### src/hdl/cfcd_pkg.sv
// ----------------------------------------------------------------------------
// cfcd_pkg: shared types and decode tables of the command frame checker
// payload structs, status codes, crc-8 step and the event code decoder
// ----------------------------------------------------------------------------
package cfcd_pkg;

  // input transfer payload
  typedef struct packed {
    logic [7:0]  pkt_byte;
    logic        pkt_last;
    logic [31:0] now_ms;
  } in_t;

  // result transfer payload
  typedef struct packed {
    logic [2:0]  status;
    logic [5:0]  event_code;
    logic [31:0] frame_word;
    logic [7:0]  seq_num;
  } out_t;

  // what the packet collector knows when the last byte arrives
  typedef struct packed {
    logic        len_ok;
    logic        crc_ok;
    logic [31:0] frame;
    logic [7:0]  seq;
  } pkt_info_t;

  typedef enum logic [2:0] {
    ST_ACCEPTED  = 3'd0,
    ST_BAD_LEN   = 3'd1,
    ST_CRC_ERR   = 3'd2,
    ST_DUPLICATE = 3'd3,
    ST_SYSTEM    = 3'd4,
    ST_UNKNOWN   = 3'd5
  } status_t;

  localparam logic [7:0]  CRC_POLY      = 8'h07;
  localparam logic [2:0]  CNT_LAST_IDX  = 3'd5;
  localparam logic [2:0]  CNT_MAX       = 3'd7;
  localparam logic [15:0] WINDOW_RESET  = 16'd500;
  localparam logic [7:0]  SEQ_RESET     = 8'hFF;

  // frame classes
  localparam logic [7:0] CLS_CLOCK    = 8'h01;
  localparam logic [7:0] CLS_SCORE    = 8'h02;
  localparam logic [7:0] CLS_CARD     = 8'h03;
  localparam logic [7:0] CLS_MATCH    = 8'h04;
  localparam logic [7:0] CLS_COMP     = 8'h06;
  localparam logic [7:0] CLS_SYSTEM   = 8'h07;
  localparam logic [7:0] CLS_SETTINGS = 8'h08;

  localparam logic [7:0] SIDE_LEFT  = 8'h01;
  localparam logic [7:0] SIDE_RIGHT = 8'h02;

  // commands
  localparam logic [5:0] CMD_BASE        = 6'd0;
  localparam logic [5:0] CMD_YELLOW      = 6'd0;
  localparam logic [5:0] CMD_RED         = 6'd1;
  localparam logic [5:0] CMD_BLACK       = 6'd2;
  localparam logic [5:0] CMD_PCARD       = 6'd4;
  localparam logic [5:0] CMD_BLACK_P     = 6'd5;
  localparam logic [5:0] CMD_UNWILLING   = 6'd6;
  localparam logic [5:0] CMD_NEXT_PERIOD = 6'd0;
  localparam logic [5:0] CMD_MATCH_RESET = 6'd1;
  localparam logic [5:0] CMD_PRIO_A      = 6'd2;
  localparam logic [5:0] CMD_PRIO_B      = 6'd3;
  localparam logic [5:0] CMD_PRIO_C      = 6'd4;
  localparam logic [5:0] CMD_COMP_BEGIN  = 6'd0;
  localparam logic [5:0] CMD_COMP_END    = 6'd1;
  localparam logic [5:0] CMD_COMP_STEP   = 6'd2;
  localparam logic [5:0] CMD_RESERVE     = 6'd3;
  localparam logic [5:0] CMD_SWAP        = 6'd4;

  // event codes
  localparam logic [5:0] EV_NONE         = 6'd0;
  localparam logic [5:0] EV_CLK_TOGGLE   = 6'd1;
  localparam logic [5:0] EV_CLK_STOP     = 6'd2;
  localparam logic [5:0] EV_CLK_START    = 6'd3;
  localparam logic [5:0] EV_SCORE        = 6'd4;
  localparam logic [5:0] EV_YELLOW       = 6'd8;
  localparam logic [5:0] EV_RED          = 6'd12;
  localparam logic [5:0] EV_BLACK        = 6'd16;
  localparam logic [5:0] EV_PCARD_UNDO   = 6'd20;
  localparam logic [5:0] EV_PCARD_DO     = 6'd21;
  localparam logic [5:0] EV_BLACK_P      = 6'd22;
  localparam logic [5:0] EV_UNW_UNDO     = 6'd26;
  localparam logic [5:0] EV_UNW_BUZZ     = 6'd27;
  localparam logic [5:0] EV_NEXT_PERIOD  = 6'd28;
  localparam logic [5:0] EV_MATCH_RESET  = 6'd29;
  localparam logic [5:0] EV_PRIORITY     = 6'd30;
  localparam logic [5:0] EV_COMP_BEGIN   = 6'd31;
  localparam logic [5:0] EV_COMP_END     = 6'd32;
  localparam logic [5:0] EV_COMP_PREV    = 6'd33;
  localparam logic [5:0] EV_COMP_NEXT    = 6'd34;
  localparam logic [5:0] EV_RESERVE_L    = 6'd35;
  localparam logic [5:0] EV_RESERVE_R    = 6'd36;
  localparam logic [5:0] EV_SWAP         = 6'd37;
  localparam logic [5:0] EV_WEAPON       = 6'd38;

  // one byte of crc-8, msb first
  function automatic logic [7:0] crc8_step(input logic [7:0] crc, input logic [7:0] b);
    logic [7:0] c;
    c = crc ^ b;
    for (int i = 0; i < 8; i++) begin
      c = c[7] ? ({c[6:0], 1'b0} ^ CRC_POLY) : {c[6:0], 1'b0};
    end
    return c;
  endfunction

  // group of four codes: undo left, do left, undo right, do right
  function automatic logic [5:0] sided(input logic [5:0] base, input logic [7:0] side,
                                       input logic undo);
    logic [5:0] off;
    off = undo ? 6'd0 : 6'd1;
    if (side == SIDE_LEFT) begin
      return base + off;
    end else if (side == SIDE_RIGHT) begin
      return base + 6'd2 + off;
    end
    return EV_NONE;
  endfunction

  function automatic logic [5:0] decode(input logic [31:0] frame);
    logic [7:0] cls;
    logic       undo;
    logic       cyc;
    logic [5:0] cmd;
    logic [7:0] side;
    logic [5:0] code;
    cls  = frame[31:24];
    undo = frame[23];
    cyc  = frame[22];
    cmd  = frame[21:16];
    side = frame[15:8];
    code = EV_NONE;
    unique case (cls)
      CLS_CLOCK: begin
        if (cmd == CMD_BASE) begin
          code = cyc ? EV_CLK_TOGGLE : (undo ? EV_CLK_STOP : EV_CLK_START);
        end
      end
      CLS_SCORE: begin
        if (cmd == CMD_BASE) begin
          code = sided(EV_SCORE, side, undo);
        end
      end
      CLS_CARD: begin
        unique case (cmd)
          CMD_YELLOW:    code = sided(EV_YELLOW, side, undo);
          CMD_RED:       code = sided(EV_RED, side, undo);
          CMD_BLACK:     code = sided(EV_BLACK, side, undo);
          CMD_PCARD:     code = undo ? EV_PCARD_UNDO : EV_PCARD_DO;
          CMD_BLACK_P:   code = sided(EV_BLACK_P, side, undo);
          CMD_UNWILLING: code = undo ? EV_UNW_UNDO : EV_UNW_BUZZ;
          default:       code = EV_NONE;
        endcase
      end
      CLS_MATCH: begin
        unique case (cmd)
          CMD_NEXT_PERIOD: code = undo ? EV_NONE : EV_NEXT_PERIOD;
          CMD_MATCH_RESET: code = EV_MATCH_RESET;
          CMD_PRIO_A, CMD_PRIO_B, CMD_PRIO_C: code = EV_PRIORITY;
          default:         code = EV_NONE;
        endcase
      end
      CLS_COMP: begin
        unique case (cmd)
          CMD_COMP_BEGIN: code = EV_COMP_BEGIN;
          CMD_COMP_END:   code = EV_COMP_END;
          CMD_COMP_STEP:  code = undo ? EV_COMP_PREV : EV_COMP_NEXT;
          CMD_RESERVE: begin
            if (side == SIDE_LEFT) begin
              code = EV_RESERVE_L;
            end else if (side == SIDE_RIGHT) begin
              code = EV_RESERVE_R;
            end
          end
          CMD_SWAP:       code = EV_SWAP;
          default:        code = EV_NONE;
        endcase
      end
      CLS_SETTINGS: begin
        if (cmd == CMD_BASE && cyc) begin
          code = EV_WEAPON;
        end
      end
      default: code = EV_NONE;
    endcase
    return code;
  endfunction

endpackage

### src/hdl/cfcd_collect.sv
// ----------------------------------------------------------------------------
// cfcd_collect: packet byte collector
// counts bytes, runs the crc over the head and keeps bytes 0 to 4
// ----------------------------------------------------------------------------
module cfcd_collect
  import cfcd_pkg::*;
(
  input  logic       clk,
  input  logic       rst_n,
  input  logic       take,
  input  logic [7:0] pkt_byte,
  input  logic       pkt_last,
  output pkt_info_t  info
);

  logic [2:0]  cnt_r, cnt_nxt;
  logic [7:0]  crc_r, crc_nxt;
  logic [39:0] head_r, head_nxt;

  always_comb begin
    cnt_nxt  = cnt_r;
    crc_nxt  = crc_r;
    head_nxt = head_r;
    if (take) begin
      if (pkt_last) begin
        cnt_nxt  = '0;
        crc_nxt  = '0;
        head_nxt = '0;
      end else begin
        if (cnt_r < CNT_LAST_IDX) begin
          crc_nxt  = crc8_step(crc_r, pkt_byte);
          head_nxt = {head_r[31:0], pkt_byte};
        end
        if (cnt_r != CNT_MAX) begin
          cnt_nxt = cnt_r + 3'd1;
        end
      end
    end
  end

  always_ff @(posedge clk) begin
    if (!rst_n) begin
      cnt_r  <= '0;
      crc_r  <= '0;
      head_r <= '0;
    end else begin
      cnt_r  <= cnt_nxt;
      crc_r  <= crc_nxt;
      head_r <= head_nxt;
    end
  end

  // view of the packet as seen by the byte now offered
  assign info.len_ok = (cnt_r == CNT_LAST_IDX);
  assign info.crc_ok = (crc_r == pkt_byte);
  assign info.frame  = head_r[39:8];
  assign info.seq    = head_r[7:0];

endmodule

### src/hdl/cfcd_judge.sv
// ----------------------------------------------------------------------------
// cfcd_judge: packet verdict and dedup record
// checks length, crc and repeats, then classifies and decodes the frame
// ----------------------------------------------------------------------------
module cfcd_judge
  import cfcd_pkg::*;
(
  input  logic        clk,
  input  logic        rst_n,
  input  logic        cfg_we,
  input  logic [15:0] cfg_wdata,
  input  logic        fire,
  input  pkt_info_t   info,
  input  logic [31:0] now_ms,
  output out_t        res
);

  logic [15:0] window_r;
  logic [31:0] last_frame_r;
  logic [7:0]  last_seq_r;
  logic [31:0] last_time_r;

  logic [31:0] elapsed;
  logic        is_dup;
  logic        rec_upd;
  logic [5:0]  code;

  assign elapsed = now_ms - last_time_r;
  assign is_dup  = (info.frame == last_frame_r) && (info.seq == last_seq_r) &&
                   (elapsed < {16'd0, window_r});
  assign code    = decode(info.frame);

  always_comb begin
    res     = '0;
    rec_upd = 1'b0;
    if (!info.len_ok) begin
      res.status = ST_BAD_LEN;
    end else begin
      res.frame_word = info.frame;
      res.seq_num    = info.seq;
      priority if (!info.crc_ok) begin
        res.status = ST_CRC_ERR;
      end else if (is_dup) begin
        res.status = ST_DUPLICATE;
      end else begin
        rec_upd = 1'b1;
        if (info.frame[31:24] == CLS_SYSTEM) begin
          res.status = ST_SYSTEM;
        end else if (code != EV_NONE) begin
          res.status     = ST_ACCEPTED;
          res.event_code = code;
        end else begin
          res.status = ST_UNKNOWN;
        end
      end
    end
  end

  always_ff @(posedge clk) begin
    if (!rst_n) begin
      window_r     <= WINDOW_RESET;
      last_frame_r <= '0;
      last_seq_r   <= SEQ_RESET;
      last_time_r  <= '0;
    end else begin
      if (cfg_we) begin
        window_r <= cfg_wdata;
      end
      if (fire && rec_upd) begin
        last_frame_r <= info.frame;
        last_seq_r   <= info.seq;
        last_time_r  <= now_ms;
      end
    end
  end

endmodule

### src/hdl/command_frame_checker_decoder.sv
// ----------------------------------------------------------------------------
// command_frame_checker_decoder: checked command frame decoder
// collects 6-byte packets, checks length and crc-8, drops repeats, decodes
// ----------------------------------------------------------------------------
//
//  port group  | dir | payload | transfer when
//  ------------+-----+---------+-------------------------------
//  in_*        | in  | in_t    | in_valid high and in_stall low
//  out_*       | out | out_t   | out_valid high and out_stall low
//  cfg_*       | in  | 16 bit  | cfg_we high (dedup window, ms)
//
//  one byte per cycle sustained while in_stall is low; a last byte passes the
//  input register, then its result is held in the result register
//  in_stall rises only while a last byte waits on a full, stalled result
//  register; ordinary bytes never wait
//  synchronous active-low reset clears the byte counter, crc, dedup record
//  (sequence 0xff) and sets the window to 500 ms
//
module command_frame_checker_decoder
  import cfcd_pkg::*;
(
  input  logic        clk,
  input  logic        rst_n,
  input  logic        in_valid,
  output logic        in_stall,
  input  in_t         in_data,
  output logic        out_valid,
  input  logic        out_stall,
  output out_t        out_data,
  input  logic        cfg_we,
  input  logic [15:0] cfg_wdata
);

  // input register
  logic      s1_valid_r;
  in_t       s1_r;
  // result register
  logic      out_valid_r;
  out_t      out_r;

  logic      in_take;
  logic      s1_move;
  logic      fire;
  pkt_info_t info;
  out_t      res;

  // a plain byte always moves on; a last byte needs room in the result register
  assign s1_move  = s1_valid_r && (!s1_r.pkt_last || !out_valid_r || !out_stall);
  assign fire     = s1_move && s1_r.pkt_last;
  assign in_stall = s1_valid_r && !s1_move;
  assign in_take  = in_valid && !in_stall;

  always_ff @(posedge clk) begin
    if (!rst_n) begin
      s1_valid_r <= 1'b0;
    end else if (in_take) begin
      s1_valid_r <= 1'b1;
    end else if (s1_move) begin
      s1_valid_r <= 1'b0;
    end
  end

  // payload only, no reset needed
  always_ff @(posedge clk) begin
    if (in_take) begin
      s1_r <= in_data;
    end
  end

  // byte counter, running crc and head bytes
  cfcd_collect u_collect (
    .clk      (clk),
    .rst_n    (rst_n),
    .take     (s1_move),
    .pkt_byte (s1_r.pkt_byte),
    .pkt_last (s1_r.pkt_last),
    .info     (info)
  );

  // verdict, dedup record and event decode
  cfcd_judge u_judge (
    .clk       (clk),
    .rst_n     (rst_n),
    .cfg_we    (cfg_we),
    .cfg_wdata (cfg_wdata),
    .fire      (fire),
    .info      (info),
    .now_ms    (s1_r.now_ms),
    .res       (res)
  );

  // result register: loads on a last byte, empties when the transfer completes
  always_ff @(posedge clk) begin
    if (!rst_n) begin
      out_valid_r <= 1'b0;
    end else if (fire) begin
      out_valid_r <= 1'b1;
    end else if (!out_stall) begin
      out_valid_r <= 1'b0;
    end
  end

  always_ff @(posedge clk) begin
    if (fire) begin
      out_r <= res;
    end
  end

  assign out_valid = out_valid_r;
  assign out_data  = out_r;

  // an event code goes with an accepted frame and only with it
  a_code_status : assert property (@(posedge clk) disable iff (!rst_n)
    out_valid_r |-> ((out_r.status == ST_ACCEPTED) == (out_r.event_code != EV_NONE)))
    else $error("event code does not match status");

  // a bad-length packet carries no frame or sequence
  a_bad_len_zero : assert property (@(posedge clk) disable iff (!rst_n)
    (out_valid_r && out_r.status == ST_BAD_LEN) |-> (out_r.frame_word == '0 &&
                                                       out_r.seq_num == '0))
    else $error("bad-length result carries payload");

  // back-pressure only ever comes from a waiting last byte
  a_stall_cause : assert property (@(posedge clk) disable iff (!rst_n)
    in_stall |-> (s1_valid_r && s1_r.pkt_last && out_valid_r && out_stall))
    else $error("input stalled without a blocked last byte");

  // a last byte that is let through is loaded into the result register
  a_fire_loads : assert property (@(posedge clk) disable iff (!rst_n)
    fire |=> out_valid_r)
    else $error("result lost after last byte");

endmodule
### config.mk
export PLATFORM = sky130hd
export DESIGN_NAME = command_frame_checker_decoder
export DESIGN_NICKNAME = d
export VERILOG_FILES = /design/src/hdl/cfcd_pkg.sv /design/src/hdl/cfcd_collect.sv /design/src/hdl/cfcd_judge.sv /design/src/hdl/command_frame_checker_decoder.sv
export SDC_FILE = /design/constraint.sdc
export NUM_CORES = 1
export LEC_CHECK = 0
export BUFFER_PORTS_ARGS = -buffer_cell sky130_fd_sc_hd__buf_2
export CAP_MARGIN = 25
export CORE_MARGIN = 2
export CORE_UTILIZATION = 57
export CTS_CLUSTER_SIZE = 16
export DETAILED_ROUTE_END_ITERATION = 16
export GPL_ROUTABILITY_DRIVEN = 0
export MAX_ROUTING_LAYER = met4
export PLACE_DENSITY = 0.74
export REMOVE_ABC_BUFFERS = 1
export SYNTH_ARGS = -nofsm -noshare
export SYNTH_HDL_FRONTEND = slang
export SYNTH_SLANG_ARGS = --single-unit
### constraint.sdc
create_clock -name clk -period 13.43 [get_ports clk]
set_input_delay 1.343 -clock clk [delete_from_list [all_inputs] [get_ports clk]]
set_output_delay 1.343 -clock clk [all_outputs]
set_load 0.02 [all_outputs]
* Word-level counts from Yosys, hierarchy flattened
Index checks and enable logic that the tools add are counted. W data, S select, Z words.
Operators by class: add/sub/neg operators 12, $mul 0, div/mod/pow operators 0, magnitude comparators 2, equal/unequal tests 21, shift-type cells 0, mux-type cells 67, bitwise operators 12, reductions and logical operators 25
Operators by type and width (number):
- $mux W6 | 21
- $mux W40 | 2
- $pmux W6 S6 | 2
- $mux W3 | 12
- $eq A32 B32 Y1 | 1
- $lt A32 B16 Y1 | 1
- $sub A32 B32 Y32 | 1
- $pmux W6 S5 | 1
- $add A5 B6 Y6 const A | 4
- $eq A8 B2 Y1 const B | 3
- $eq A8 B3 Y1 const B | 3
- $not A3 Y3 | 8
- $mux W1 | 22
- $add A4 B1 Y5 const A | 4
- $eq A6 B3 Y1 const B | 3
- $pmux W6 S3 | 1
- $eq A8 B1 Y1 const B | 2
- $eq A8 B8 Y1 | 2
- $mux W8 | 2
- $eq A6 B2 Y1 const B | 2
- $add A3 B1 Y4 const A | 2
- $eq A8 B4 Y1 const B | 1
- $logic_and A1 B1 Y1 | 8
- $xor A8 B8 Y8 | 1
- other kinds (17) | 30
Word-level totals: register bits after elaboration 231, bits in latches 0, bits in writable memories 0, bits in read-only memories 0, input bits 62, output and inout port bits 51, memories kept 0

* Longest topological paths before layout
Gate-level depths: netlist (run 1).
depth after elaboration 19, gate-level depth with buffers 24

* By module
A second synthesis (run 1) with hierarchy kept.
Second synthesis, totals: cell total of the unflattened synthesis 1309, area total of the unflattened synthesis 12295.5 um^2
By module, submodules not included:
- cfcd_judge | instances 1, cells an instance 952, area an instance 7151.9 um^2
- command_frame_checker_decoder | instances 1, cells an instance 101, area an instance 2797.7 um^2
- cfcd_collect | instances 1, cells an instance 256, area an instance 2346.0 um^2

* Worst setup path after synthesis (run 1)
OpenSTA, ideal clock, no wires.
kind register to register, start point reg s1_r[3] (netlist bit), end point reg u_judge.last_seq_r[0], library setup time 0.120 ns, arrival time 4.125 ns, slack 9.185 ns, cell stages (with the launch flop) 22, clock period less this slack 4.245 ns, cell sequence edfxtp_1 -> ha_1 -> and2_1 -> a221oi_2 -> a21oi_2 -> or2_1 -> a21oi_1 -> o21ai_0 -> xor2_1 -> ha_1 -> o21ai_0 -> nor2_1 -> nor3_1 -> nand4_1 -> a2111oi_0 -> nand4b_1 -> nor4_2 -> and4_1 -> a31oi_1 -> buf_6 -> buf_6 -> mux2i_1
Between the ends: longest elaborated chain between the ends 7
Ends and longest elaborated chain:
- start, declared | RTL line command_frame_checker_decoder.sv:36 | in_t s1_r;
- start signal, assigned | RTL line command_frame_checker_decoder.sv:66 | s1_r <= in_data;
- $sub A32 B32 Y32 | RTL line cfcd_judge.sv:28 | assign elapsed = now_ms - last_time_r;
- $lt A32 B16 Y1 | RTL line cfcd_judge.sv:30 | (elapsed < {16'd0, window_r});
- $logic_and A1 B1 Y1 | RTL line cfcd_judge.sv:29 | assign is_dup = (info.frame == last_frame_r) && (info.seq == last_seq_r) &&
- $mux W1 | RTL line cfcd_judge.sv:43 | end else if (is_dup) begin
- $mux W1 | RTL line cfcd_judge.sv:41 | priority if (!info.crc_ok) begin
- $mux W1 | RTL line cfcd_judge.sv:36 | if (!info.len_ok) begin
- $logic_and A1 B1 Y1 | RTL line cfcd_judge.sv:69 | if (fire && rec_upd) begin
- end signal, assigned | RTL line cfcd_judge.sv:71 | last_seq_r <= info.seq;
- end, declared | RTL line cfcd_judge.sv:20 | logic [7:0] last_seq_r;
No other way between the ends. A chain may end at the register's enable or synchronous reset.

* Worst setup path after layout (run 1)
start point reg s1_r[4] (netlist bit), end point reg u_judge.last_frame_r[6]
Between the ends: longest elaborated chain between the ends 7
Ends and longest elaborated chain:
- $sub A32 B32 Y32 | RTL line cfcd_judge.sv:28
- $lt A32 B16 Y1 | RTL line cfcd_judge.sv:30
- $logic_and A1 B1 Y1 | RTL line cfcd_judge.sv:29
- $mux W1 | RTL line cfcd_judge.sv:43
- $mux W1 | RTL line cfcd_judge.sv:41
- $mux W1 | RTL line cfcd_judge.sv:36
- $logic_and A1 B1 Y1 | RTL line cfcd_judge.sv:69
- end signal, assigned | RTL line cfcd_judge.sv:70 | last_frame_r <= info.frame;
- end, declared | RTL line cfcd_judge.sv:19 | logic [31:0] last_frame_r;
No other way between the ends.

==> impl_results.md, run 1 <==
* Synth Area in XOR/XNOR at 5.88%
* Met1 WL at 12.8 mm
* Number of global-route vias before repair at 9138
* Max-cap violation count at 0
* Post-synthesis mux area share at 6.97%
* Synth unique cells at 72
* Reg2Reg Depth at 20
* Switching fraction of total power at a little under a quarter
* Slowest stage delay, CP at 0.85 ns
* Sw Pwr at between 300 and 400 µW
* Peak fanout along the critical path at 53
* First-pass GRT wire length at 44.7 mm
* Setup Total Neg Slack at 0 ns
* Synth top cells by count: nand2_1 (183), dfxtp_1 (141), edfxtp_1 (90)
* Buf+Inv Stages, Crit Path at 1
* Leak Pwr at 0.00510 µW
* Port Buffer Count at 112
* Part of the power in registers at a little under half
* Total CTS buffers at 26
* Critical-path cell list: ha_1 -> and2_1 -> a221oi_2 -> a21oi_2 -> or2_1 -> a21oi_1 -> o21ai_0 -> xor2_1 -> ha_1 -> nand4_1 -> nor2_1 -> o21ai_0 -> a21oi_1 -> nor4_1 -> nand4b_1 -> nor4_2 -> and4_1 -> a31oi_4 -> buf_4 -> mux2i_1
* Share of flip-flops with an asynchronous set or reset at 0%
* Via/cell ratio at 5.68
* Die H at between 150 and 200 µm
* Post-synthesis compound-gate area fraction at 10.8%
* Uppermost layer routed: met4
* RSZ-0062 raised after global routing: false
* Initial antenna violation count at 0
* Clock tree buffer depth at 3
* Count leader, synth: nand2_1
* Critical path's slowest cell: buf_4
* Comb pwr share at around a tenth
* Crit path capture type: register
* Metal3 WL at 1.58 mm
* Tot Pwr at 1650 µW
* Least-Margin Pin Slew at slightly below 1 ns
* DRT antenna net count at 0
* FP Rows at 53
* Die footprint at 22900 µm²
* Initial Util at 58.5%
* Mean Syn Cell Area at roughly 9.4 µm²
* Rel. slew slack at around 35%
* Hold Crit Depth at 2
* Gate Count Post-Synth at 1318
* Io pins at 113
* Core area at 21200 µm²
* Register area share after synthesis at 44.7%
* Clk network pwr share at 45.1%
* Post-CTS Setup Inserts at 0
* Synth top area share at 22.8%
* Post-synth EDFFs at 90
* Resize count post-CTS at 0
* Remaining DRCs at 0
* Yosys warns at 0
* #FFs+latches synth at roughly 230
* Htree depth at 1
* Int Pwr at roughly 1300 µW
* Ant. Diodes at 0
* Setup violations, final at 0
* Pre-Repair DR Iteration Count at 5
* Vias at 9542
* CTS Sinks at 231
* Fin Clk Skew at ~0.013 ns
* Pwr Density at roughly 120 nW/µm²
* Horiz. Die Dim at 151 µm
* Combinational family with the most area after synthesis: simple AND/OR/NAND/NOR gates
* Critical Path RT at approximately 14 ns
* Maximum vdd drop at 125 µV
* Final std cells w/o fill at 1679
* Synth Area in Simple Gates at 21.2%
* CTS Hold Bufs at 0
* Metal2 WL at 12.3 mm
* Largest cells by area after synthesis: dfxtp_1 (23%), edfxtp_1 (22%), mux2i_1 (6.9%)
* CP top delay family: compound AO/OA/AOI/OAI gates
* CTS Root Buffer Type: clkbuf_16
* Average wire per standard cell at 16.2 µm
* Fin crit period at 5.61 ns
* Synth Flop Type: dfxtp_1
* Startpoint Class: register
* DRT Wirelength at 27.2 mm
* Final Hold Fails at 0
* Cell taking the most area after synthesis: dfxtp_1
* HPWL Detailed at between 15 and 20 mm
* Max Fclk at 178 MHz
* Fin crit share at 41.8%
* Worst setup path class: register to register
* Largest net degree at the start of global routing at 134
* GR Util All Layers at roughly a quarter
* DP Cell Count at 1629
* Initial DRC count at approximately 790
* Hold WC Path Type: register to register
* Worst-Skew Late Latency at 0.53 ns
* Critical Path AT at between 6 and 7 ns
* Area growth syn-to-layout at 12.7%
* Cell depth of the worst setup path at 20
* Final net count at between 1000 and 1500
* Status: complete, no violations
* Fill count at 1734
* Area share of fa/ha/maj cells after synthesis at 5.42%
* Post-Syn Area at 12400 µm²
* CTS tree: done
* Ratio of cells with drive above 1 in the final layout at 12.8%
* Clock Pin Slew Worst Setup and Hold Paths at around 0.06 ns
* Slew Limit Fails at 0
* Global route overflow at 0
## worst reg2reg max path, stage by stage (launching register included)
cell and delay, ns:
edfxtp_1 0.40, ha_1 0.38, and2_1 0.19, a221oi_2 0.30
a21oi_2 0.15, or2_1 0.29, a21oi_1 0.23, o21ai_0 0.14
xor2_1 0.17, ha_1 0.30, nand4_1 0.14, nor2_1 0.13
o21ai_0 0.08, a21oi_1 0.19, nor4_1 0.09, nand4b_1 0.11
nor4_2 0.06, and4_1 0.22, a31oi_4 0.80, buf_4 0.85
mux2i_1 0.33
## cell type report
| cell class | instances | area (µm²) | share of cell area, % |
|---|---|---|---|
| Clock buffer | 38 | 747 | 5.36 |
| Sequential cell | 231 | 5530 | 39.6 |
| Tap cell | 275 | 344 | 2.47 |
| Multi-Input combinational cell | 939 | 6250 | 44.8 |
| Inverter | 65 | 244 | 1.75 |
| Clock inverter | 10 | 164 | 1.18 |
| Timing Repair Buffer | 121 | 663 | 4.76 |
## power by group through the flow
stage	Combinational, µW	Sequential, µW	Clock [µW]
6_report	154	753	746
5_1_grt	172	754	785
4_1_cts	152	753	758
3_5_place_dp	151	768	0
3_3_place_gp	148	767	0
2_1_floorplan	97.3	771	0
## layout by cell type (no fill, tap or decap), drive strengths merged, types with 23 or more instances in the layout
cell / count
nor3b: 39
inv: 65
nand4: 23
edfxtp: 90
clkbuf: 38
ha: 52
nor2: 48
o21ai: 39
mux2i: 85
buf: 121
a21oi: 92
nor3: 23
nand2: 183
nor2b: 79
and3: 42
dfxtp: 141
xnor2: 70
## worst paths after layout
check                          startpoint                      end  slack, ns
hold / removal    u_judge.last_time_r[21]  u_judge.last_time_r[21]       0.45
hold reg to reg   u_judge.last_time_r[21]  u_judge.last_time_r[21]       0.45
setup reg to reg                  s1_r[4]  u_judge.last_frame_r[6]       7.82
setup / recovery                  s1_r[4]  u_judge.last_frame_r[6]       7.82
## cell families (layout without fill, tap and decap cells)
| logic type | Yosys count | after routing |
|---|---|---|
| flops | 231 | 231 |
| mux | 86 | 86 |
| xor+xnor | 83 | 83 |
| simple gates | 506 | 506 |
| buf+inv | 148 | 234 |
| compound gates | 211 | 211 |
| fa+ha+maj | 53 | 53 |
## stage by stage
stage	hold slack (ns)	setup WS [ns]	utilization [%]	cell area, µm²
floorplan	0.435	3.42	-	12000
global placement	0.442	8.09	61.4	13000
detailed placement	0.449	7.90	61.4	13000
CTS	0.458	7.83	65.7	13900
global route	0.476	7.43	65.9	13900
finish	0.455	7.82	65.9	13900
## sequential cells by signal, indices dropped and copies added, names as in the netlist
name                  cells
s1_valid_r                1
u_judge.window_r         16
s1_r                     41
u_judge.last_seq_r        8
out_data                 49
u_judge.last_time_r      32
u_collect.cnt_r           3
out_valid                 1
u_judge.last_frame_r     32
u_collect.crc_r           8
u_collect.head_r         40
## metal layers
metal,track usage [%],up-vias
met2,38.8,297
met5,-,-
met4,6.17,0
met1,34.0,4454
met3,3.37,44
li1,-,4747
Note: power is estimated with default switching activity, not from simulation.
==> inputs of run 2 (changes only) <==
Settings changed: CORE_UTILIZATION 57 to 54, PLACE_DENSITY 0.74 to 0.73.
Clock period 13.43 ns to 5 ns, I/O delays scaled along.
==> run 2 against run 1 <==
Compared with the run above:
- combinational power rose to 2.7 times the previous value
- count of clock-buffer cells in the layout shrank 4
- sequential cell count unchanged
- largest power group unchanged
==> impl_results.md, run 2 (synthesis gave the netlist of run 1 again) <==
* CTS Sinks at 231
* Final net count at ~1500
* Max-cap violation count at 0
* Final std cells w/o fill at 1687
* Number of global-route vias before repair at 9011
* Via/cell ratio at ~5.7
* Fin Clk Skew at 0.0109 ns
* Maximum vdd drop at between 200 and 300 µV
* Remaining DRCs at 0
* Core area at 22600 µm²
* Final Hold Fails at 0
* Fill count at approximately 2000
* DP Cell Count at 1639
* First-pass GRT wire length at 45.0 mm
* Max Fclk at 213 MHz
* Hold slack at 0.151 ns
* Critical Path AT at 5.09 ns
* RSZ-0062 raised after global routing: false
* Htree depth at 1
* Worst-Skew Late Latency at between 0.5 and 0.6 ns
* Ratio of cells with drive above 1 in the final layout at 12.6%
* Largest net degree at the start of global routing at 154
* Critical path's slowest cell: edfxtp_1
* Slowest stage delay, CP at between 0.3 and 0.4 ns
* Area growth syn-to-layout at 12.3%
* Die H at 155 µm
* DRT Wirelength at ~27 mm
* Most frequent cells in the layout: nand2_1 (183), dfxtp_1 (141), buf_2 (111), edfxtp_1 (90), a21oi_1 (87)
* Least-Margin Pin Slew at between 0.9 and 1 ns
* Io pins at 113
* Pwr Density at around 300 nW/µm²
* Worst setup path class: register to register
* Horiz. Die Dim at 155 µm
* Max reg flops at 49
* Pre-Repair DR Iteration Count at 5
* CTS Root Buffer Type: clkbuf_16
* Clock tree buffer depth at 3
* Tot Pwr at 4250 µW
* Most common cell after layout, fill and taps aside: nand2_1
* Hold WC Path Type: input port to register
* Critical-path cell list: ha_1 -> and2_1 -> a221oi_2 -> a21oi_2 -> or2_1 -> a21oi_1 -> o21ai_0 -> xor2_1 -> ha_1 -> o21ai_0 -> nor2_1 -> nor3_1 -> nand4_1 -> a2111oi_1 -> nand4b_1 -> nor4_2 -> and4_1 -> a31oi_4 -> buf_12 -> mux2i_1
* Initial Util at 54.8%
* Global route overflow at 0
* Crit path capture type: register
* Peak fanout along the critical path at 36
* Die footprint at 24100 µm²
* Setup violations, final at 0
* Initial DRC count at 794
* Average wire per standard cell at approximately 16 µm
* Clock Pin Slew Worst Setup and Hold Paths at 0.06 ns
* DRT antenna net count at 0
* Port Buffer Count at roughly 110
* Ant. Diodes at 0
* Status: complete, no violations
* Fin crit share at 93.8%
* Critical Path RT at 5.39 ns
* Register Area at 5530 µm²
* Total CTS buffers at 25
* Leak Pwr at 0.00507 µW
* CTS tree: done
* Flop-to-flop setup slack at 0.31 ns
* Fin crit period at 4.69 ns
* Multi-input gate area at 6260 µm²
* Rel. slew slack at 38.4%
* FP Rows at 55
* HPWL Detailed at ~18 mm
* Vias at 9568
* Startpoint Class: register
* Initial antenna violation count at 0
* Post-CTS Setup Inserts at 0
* Slew Limit Fails at 0
* GR Util All Layers at 23.1%
## run 2: routing by layer
metal	track usage [%]	vias up	part of all wire [%]
li1	-	4735	-
met1	32.7	4528	48
met2	35.7	250	45
met3	2.73	55	4.9
met4	5.85	0	2.5
met5	-	-	0
## run 2: worst max-delay path: cells and delay by family, from the launching register on
kind	cells	cell delay (ns)
and+or+nand+nor	8	1.57
AOI/OAI and AO/OA	7	1.34
adders and majority gates	2	0.66
DFF	1	0.39
buffers and inverters	1	0.25
xor gates and xnor gates	1	0.17
muxes	1	0.15
## run 2: path summary, 6_finish.rpt
path	depth (start not counted)	endpoint	startpoint
worst max-delay path	20	u_judge.last_time_r[11]	s1_r[3]
worst min-delay path	1	s1_r[14]	in_data[14]
worst max register to register	20	u_judge.last_time_r[11]	s1_r[3]
worst min register to register	2	u_judge.last_time_r[27]	u_judge.last_time_r[27]
## run 2: report_power, final
group          total (µW)  switching [µW]  internal, µW
Sequential           2020            25.5          2000
Combinational         410             247           164
Clock                1820             726          1090
## run 2: timing repair
action | 4_1_cts | 5_1_grt
hold buffers | 0 | 0
endpoints found under the hold margin | 0 | 0
endpoints found under the setup margin | 0 | 79
gates resized for setup | 0 | 7
## run 2: per-stage QoR
stage                     utilization, %  worst slack (ns)  setup TNS (ns)  area (µm²)
after floorplan                        -             -5.01         -497.09       12000
after global placement              57.7             0.381               0       13000
after detailed placement            57.7             0.232               0       13000
after CTS                           61.3             0.227               0       13800
after global routing                61.5           0.00570               0       13900
final                               61.5             0.309               0       13900
## run 2: final cells by class
type                       count  area share [%]
clock buffer                  34            5.12
multi-input combinational    939            45.0
sequential                   231            39.8
clock inverter                11           0.712
tap                          285            2.57
inverter                      65            1.76
timing repair buffer         122            5.02
==> inputs of run 3 (changes only) <==
Settings changed: RECOVER_POWER set to 25.
==> run 3 against run 2 <==
Compared with the run above:
- power hardly changed
- clock skew hardly changed
- register-to-register slack hardly changed
- critical path depth stayed put
==> impl_results.md, run 3 (synthesis gave the netlist of run 1 again) <==
* Status: complete, no violations
* Resize count post-CTS at 0
* Slowest stage delay, CP at 0.39 ns
* Critical path's slowest cell: edfxtp_1
* Register Area at 5530 µm²
* Most frequent cells in the layout: nand2_1 (183), dfxtp_1 (141), buf_2 (105), edfxtp_1 (90), a21oi_1 (87)
* Ant. Diodes at 0
* Htree depth at 1
* Largest net degree at the start of global routing at ~150
* Port Buffer Count at 112
* DRT Wirelength at approximately 27 mm
* CTS Hold Bufs at 0
* Setup Total Neg Slack at 0 ns
* Pre-Repair DR Iteration Count at 5
* Least-Margin Pin Slew at 1.50 ns
* DP Cell Count at 1639
* Startpoint Class: register
* Peak fanout along the critical path at 36
* Via/cell ratio at 5.67
* Final core occ at between 60% and 70%
* GR Util All Layers at 23.1%
* Placed cell area at 13000 µm²
* First-pass GRT wire length at 45.0 mm
* Final net count at around 1500
* Ratio of cells with drive above 1 in the final layout at between 10% and 20%
* Cell depth of the worst setup path at 20
* Max reg flops at 49
* CP top delay family: simple AND/OR/NAND/NOR gates
* Clock Pin Slew Worst Setup and Hold Paths at around 0.06 ns
* Fin Clk Skew at 0.0112 ns
* Average wire per standard cell at 16.2 µm
* Hold WC Path Type: input port to register
* Area growth syn-to-layout at 12.2%
* Max-cap violation count at 0
* Final Hold Fails at 0
* Final instance area at 13900 µm²
* Number of global-route vias before repair at ~9000
* CTS Sinks at 231
* Fin crit share at 94.1%
* Initial Util at 54.8%
* Total CTS buffers at 25
* Leak Pwr at 0.00505 µW
* Die H at 155 µm
* Pwr Density at slightly above 300 nW/µm²
* HPWL Detailed at 18.2 mm
* Global route overflow at 0
* Critical Path RT at 5.40 ns
* Place WS at 0.232 ns
* Critical path origin: s1_r[3]
* FP Rows at between 50 and 60
* Flop-to-flop setup slack at 0.30 ns
* Reg2Reg Depth at 20
* Setup violations, final at 0
* Initial antenna violation count at 0
* Core area at between 20000 and 25000 µm²
* Worst-Skew Late Latency at ~0.52 ns
* Max Fclk at 213 MHz
* Rel. slew slack at 0.299%
* Final std cells w/o fill at about 1700
* CTS Root Buffer Type: clkbuf_16
* Critical Path Sink: u_judge.last_time_r[2]
* Initial DRC count at ~790
* Die footprint at 24100 µm²
* Critical-path cell list: ha_1 -> and2_1 -> a221oi_2 -> a21oi_2 -> or2_1 -> a21oi_1 -> o21ai_0 -> xor2_1 -> ha_1 -> o21ai_0 -> nor2_1 -> nor3_1 -> nand4_1 -> a2111oi_1 -> nand4b_1 -> nor4_2 -> and4_1 -> a31oi_4 -> buf_12 -> mux2i_1
* R2r endpoint: u_judge.last_time_r[2]
* RSZ-0062 raised after global routing: false
* Critical Path AT at 5.10 ns
* Horiz. Die Dim at 155 µm
* Multi-input gate area at 6260 µm²
* Fill count at 1971
* Clock tree buffer depth at 3
* CTS tree: done
* Vias at 9561
* Remaining DRCs at 0
* Fin crit period at 4.70 ns
* Reg2reg start: s1_r[3]
* Maximum vdd drop at 267 µV
* Post-CTS Setup Inserts at 0
* Worst setup path class: register to register
* Setup slack after layout at 0.297 ns
* Crit path capture type: register
* Buf+Inv Stages, Crit Path at 1
* Most common cell after layout, fill and taps aside: nand2_1
* Io pins at 113
* DRT antenna net count at 0
* Slew Limit Fails at 0
[run 3: worst min-delay path by stage]
stage / startpoint / to / slack [ns] / depth (start not counted)
6_report: in_data[14] / s1_r[14] / 0.15 / 1
5_1_grt: in_data[12] / s1_r[12] / 0.13 / 1
4_1_cts: in_data[12] / s1_r[12] / 0.12 / 1
3_5_place_dp: u_judge.last_time_r[28] / u_judge.last_time_r[28] / 0.45 / 2
3_3_place_gp: u_judge.last_time_r[23] / u_judge.last_time_r[23] / 0.44 / 2
2_1_floorplan: u_judge.last_time_r[10] / u_judge.last_time_r[10] / 0.43 / 2
[run 3: stage by stage]
| step | power (µW) | hold slack, ns |
|---|---|---|
| after global routing | 4410 | 0.131 |
| after detailed placement | 2470 | 0.449 |
| after floorplan | 2330 | 0.435 |
| final | 4250 | 0.151 |
| after global placement | 2460 | 0.442 |
| after CTS | 4290 | 0.125 |
[run 3: power breakdown]
part           switching, µW  internal, µW  total, µW
clock                    726          1090       1820
sequential              25.5          2000       2020
combinational            247           163        410
[run 3: worst register-to-register path: stages, from the launching register on]
cell	delay (ns)
edfxtp_1	0.39
ha_1	0.37
and2_1	0.20
a221oi_2	0.29
a21oi_2	0.15
or2_1	0.29
a21oi_1	0.22
o21ai_0	0.13
xor2_1	0.17
ha_1	0.29
o21ai_0	0.09
nor2_1	0.06
nor3_1	0.18
nand4_1	0.11
a2111oi_1	0.33
nand4b_1	0.16
nor4_2	0.27
and4_1	0.30
a31oi_4	0.14
buf_12	0.25
mux2i_1	0.19
[run 3: metal layers]
metal  vias to the layer above  wire length, µm  part of all wire, %  track usage (%)
li1                       4729                -                    -                -
met1                      4521            13200                   48             32.7
met2                       256            12200                   44             35.7
met3                        55             1340                  4.9             2.73
met4                         0              673                  2.5             5.85
met5                         -                0                    0                -
[run 3: layout make-up]
type	instances	share of cell area, %
multi-input cells	939	45.1
clock buffers	34	5.12
repair buffers	122	4.94
well taps	285	2.57
clock inverters	11	0.712
flip-flops and latches	231	39.8
inverters	65	1.76
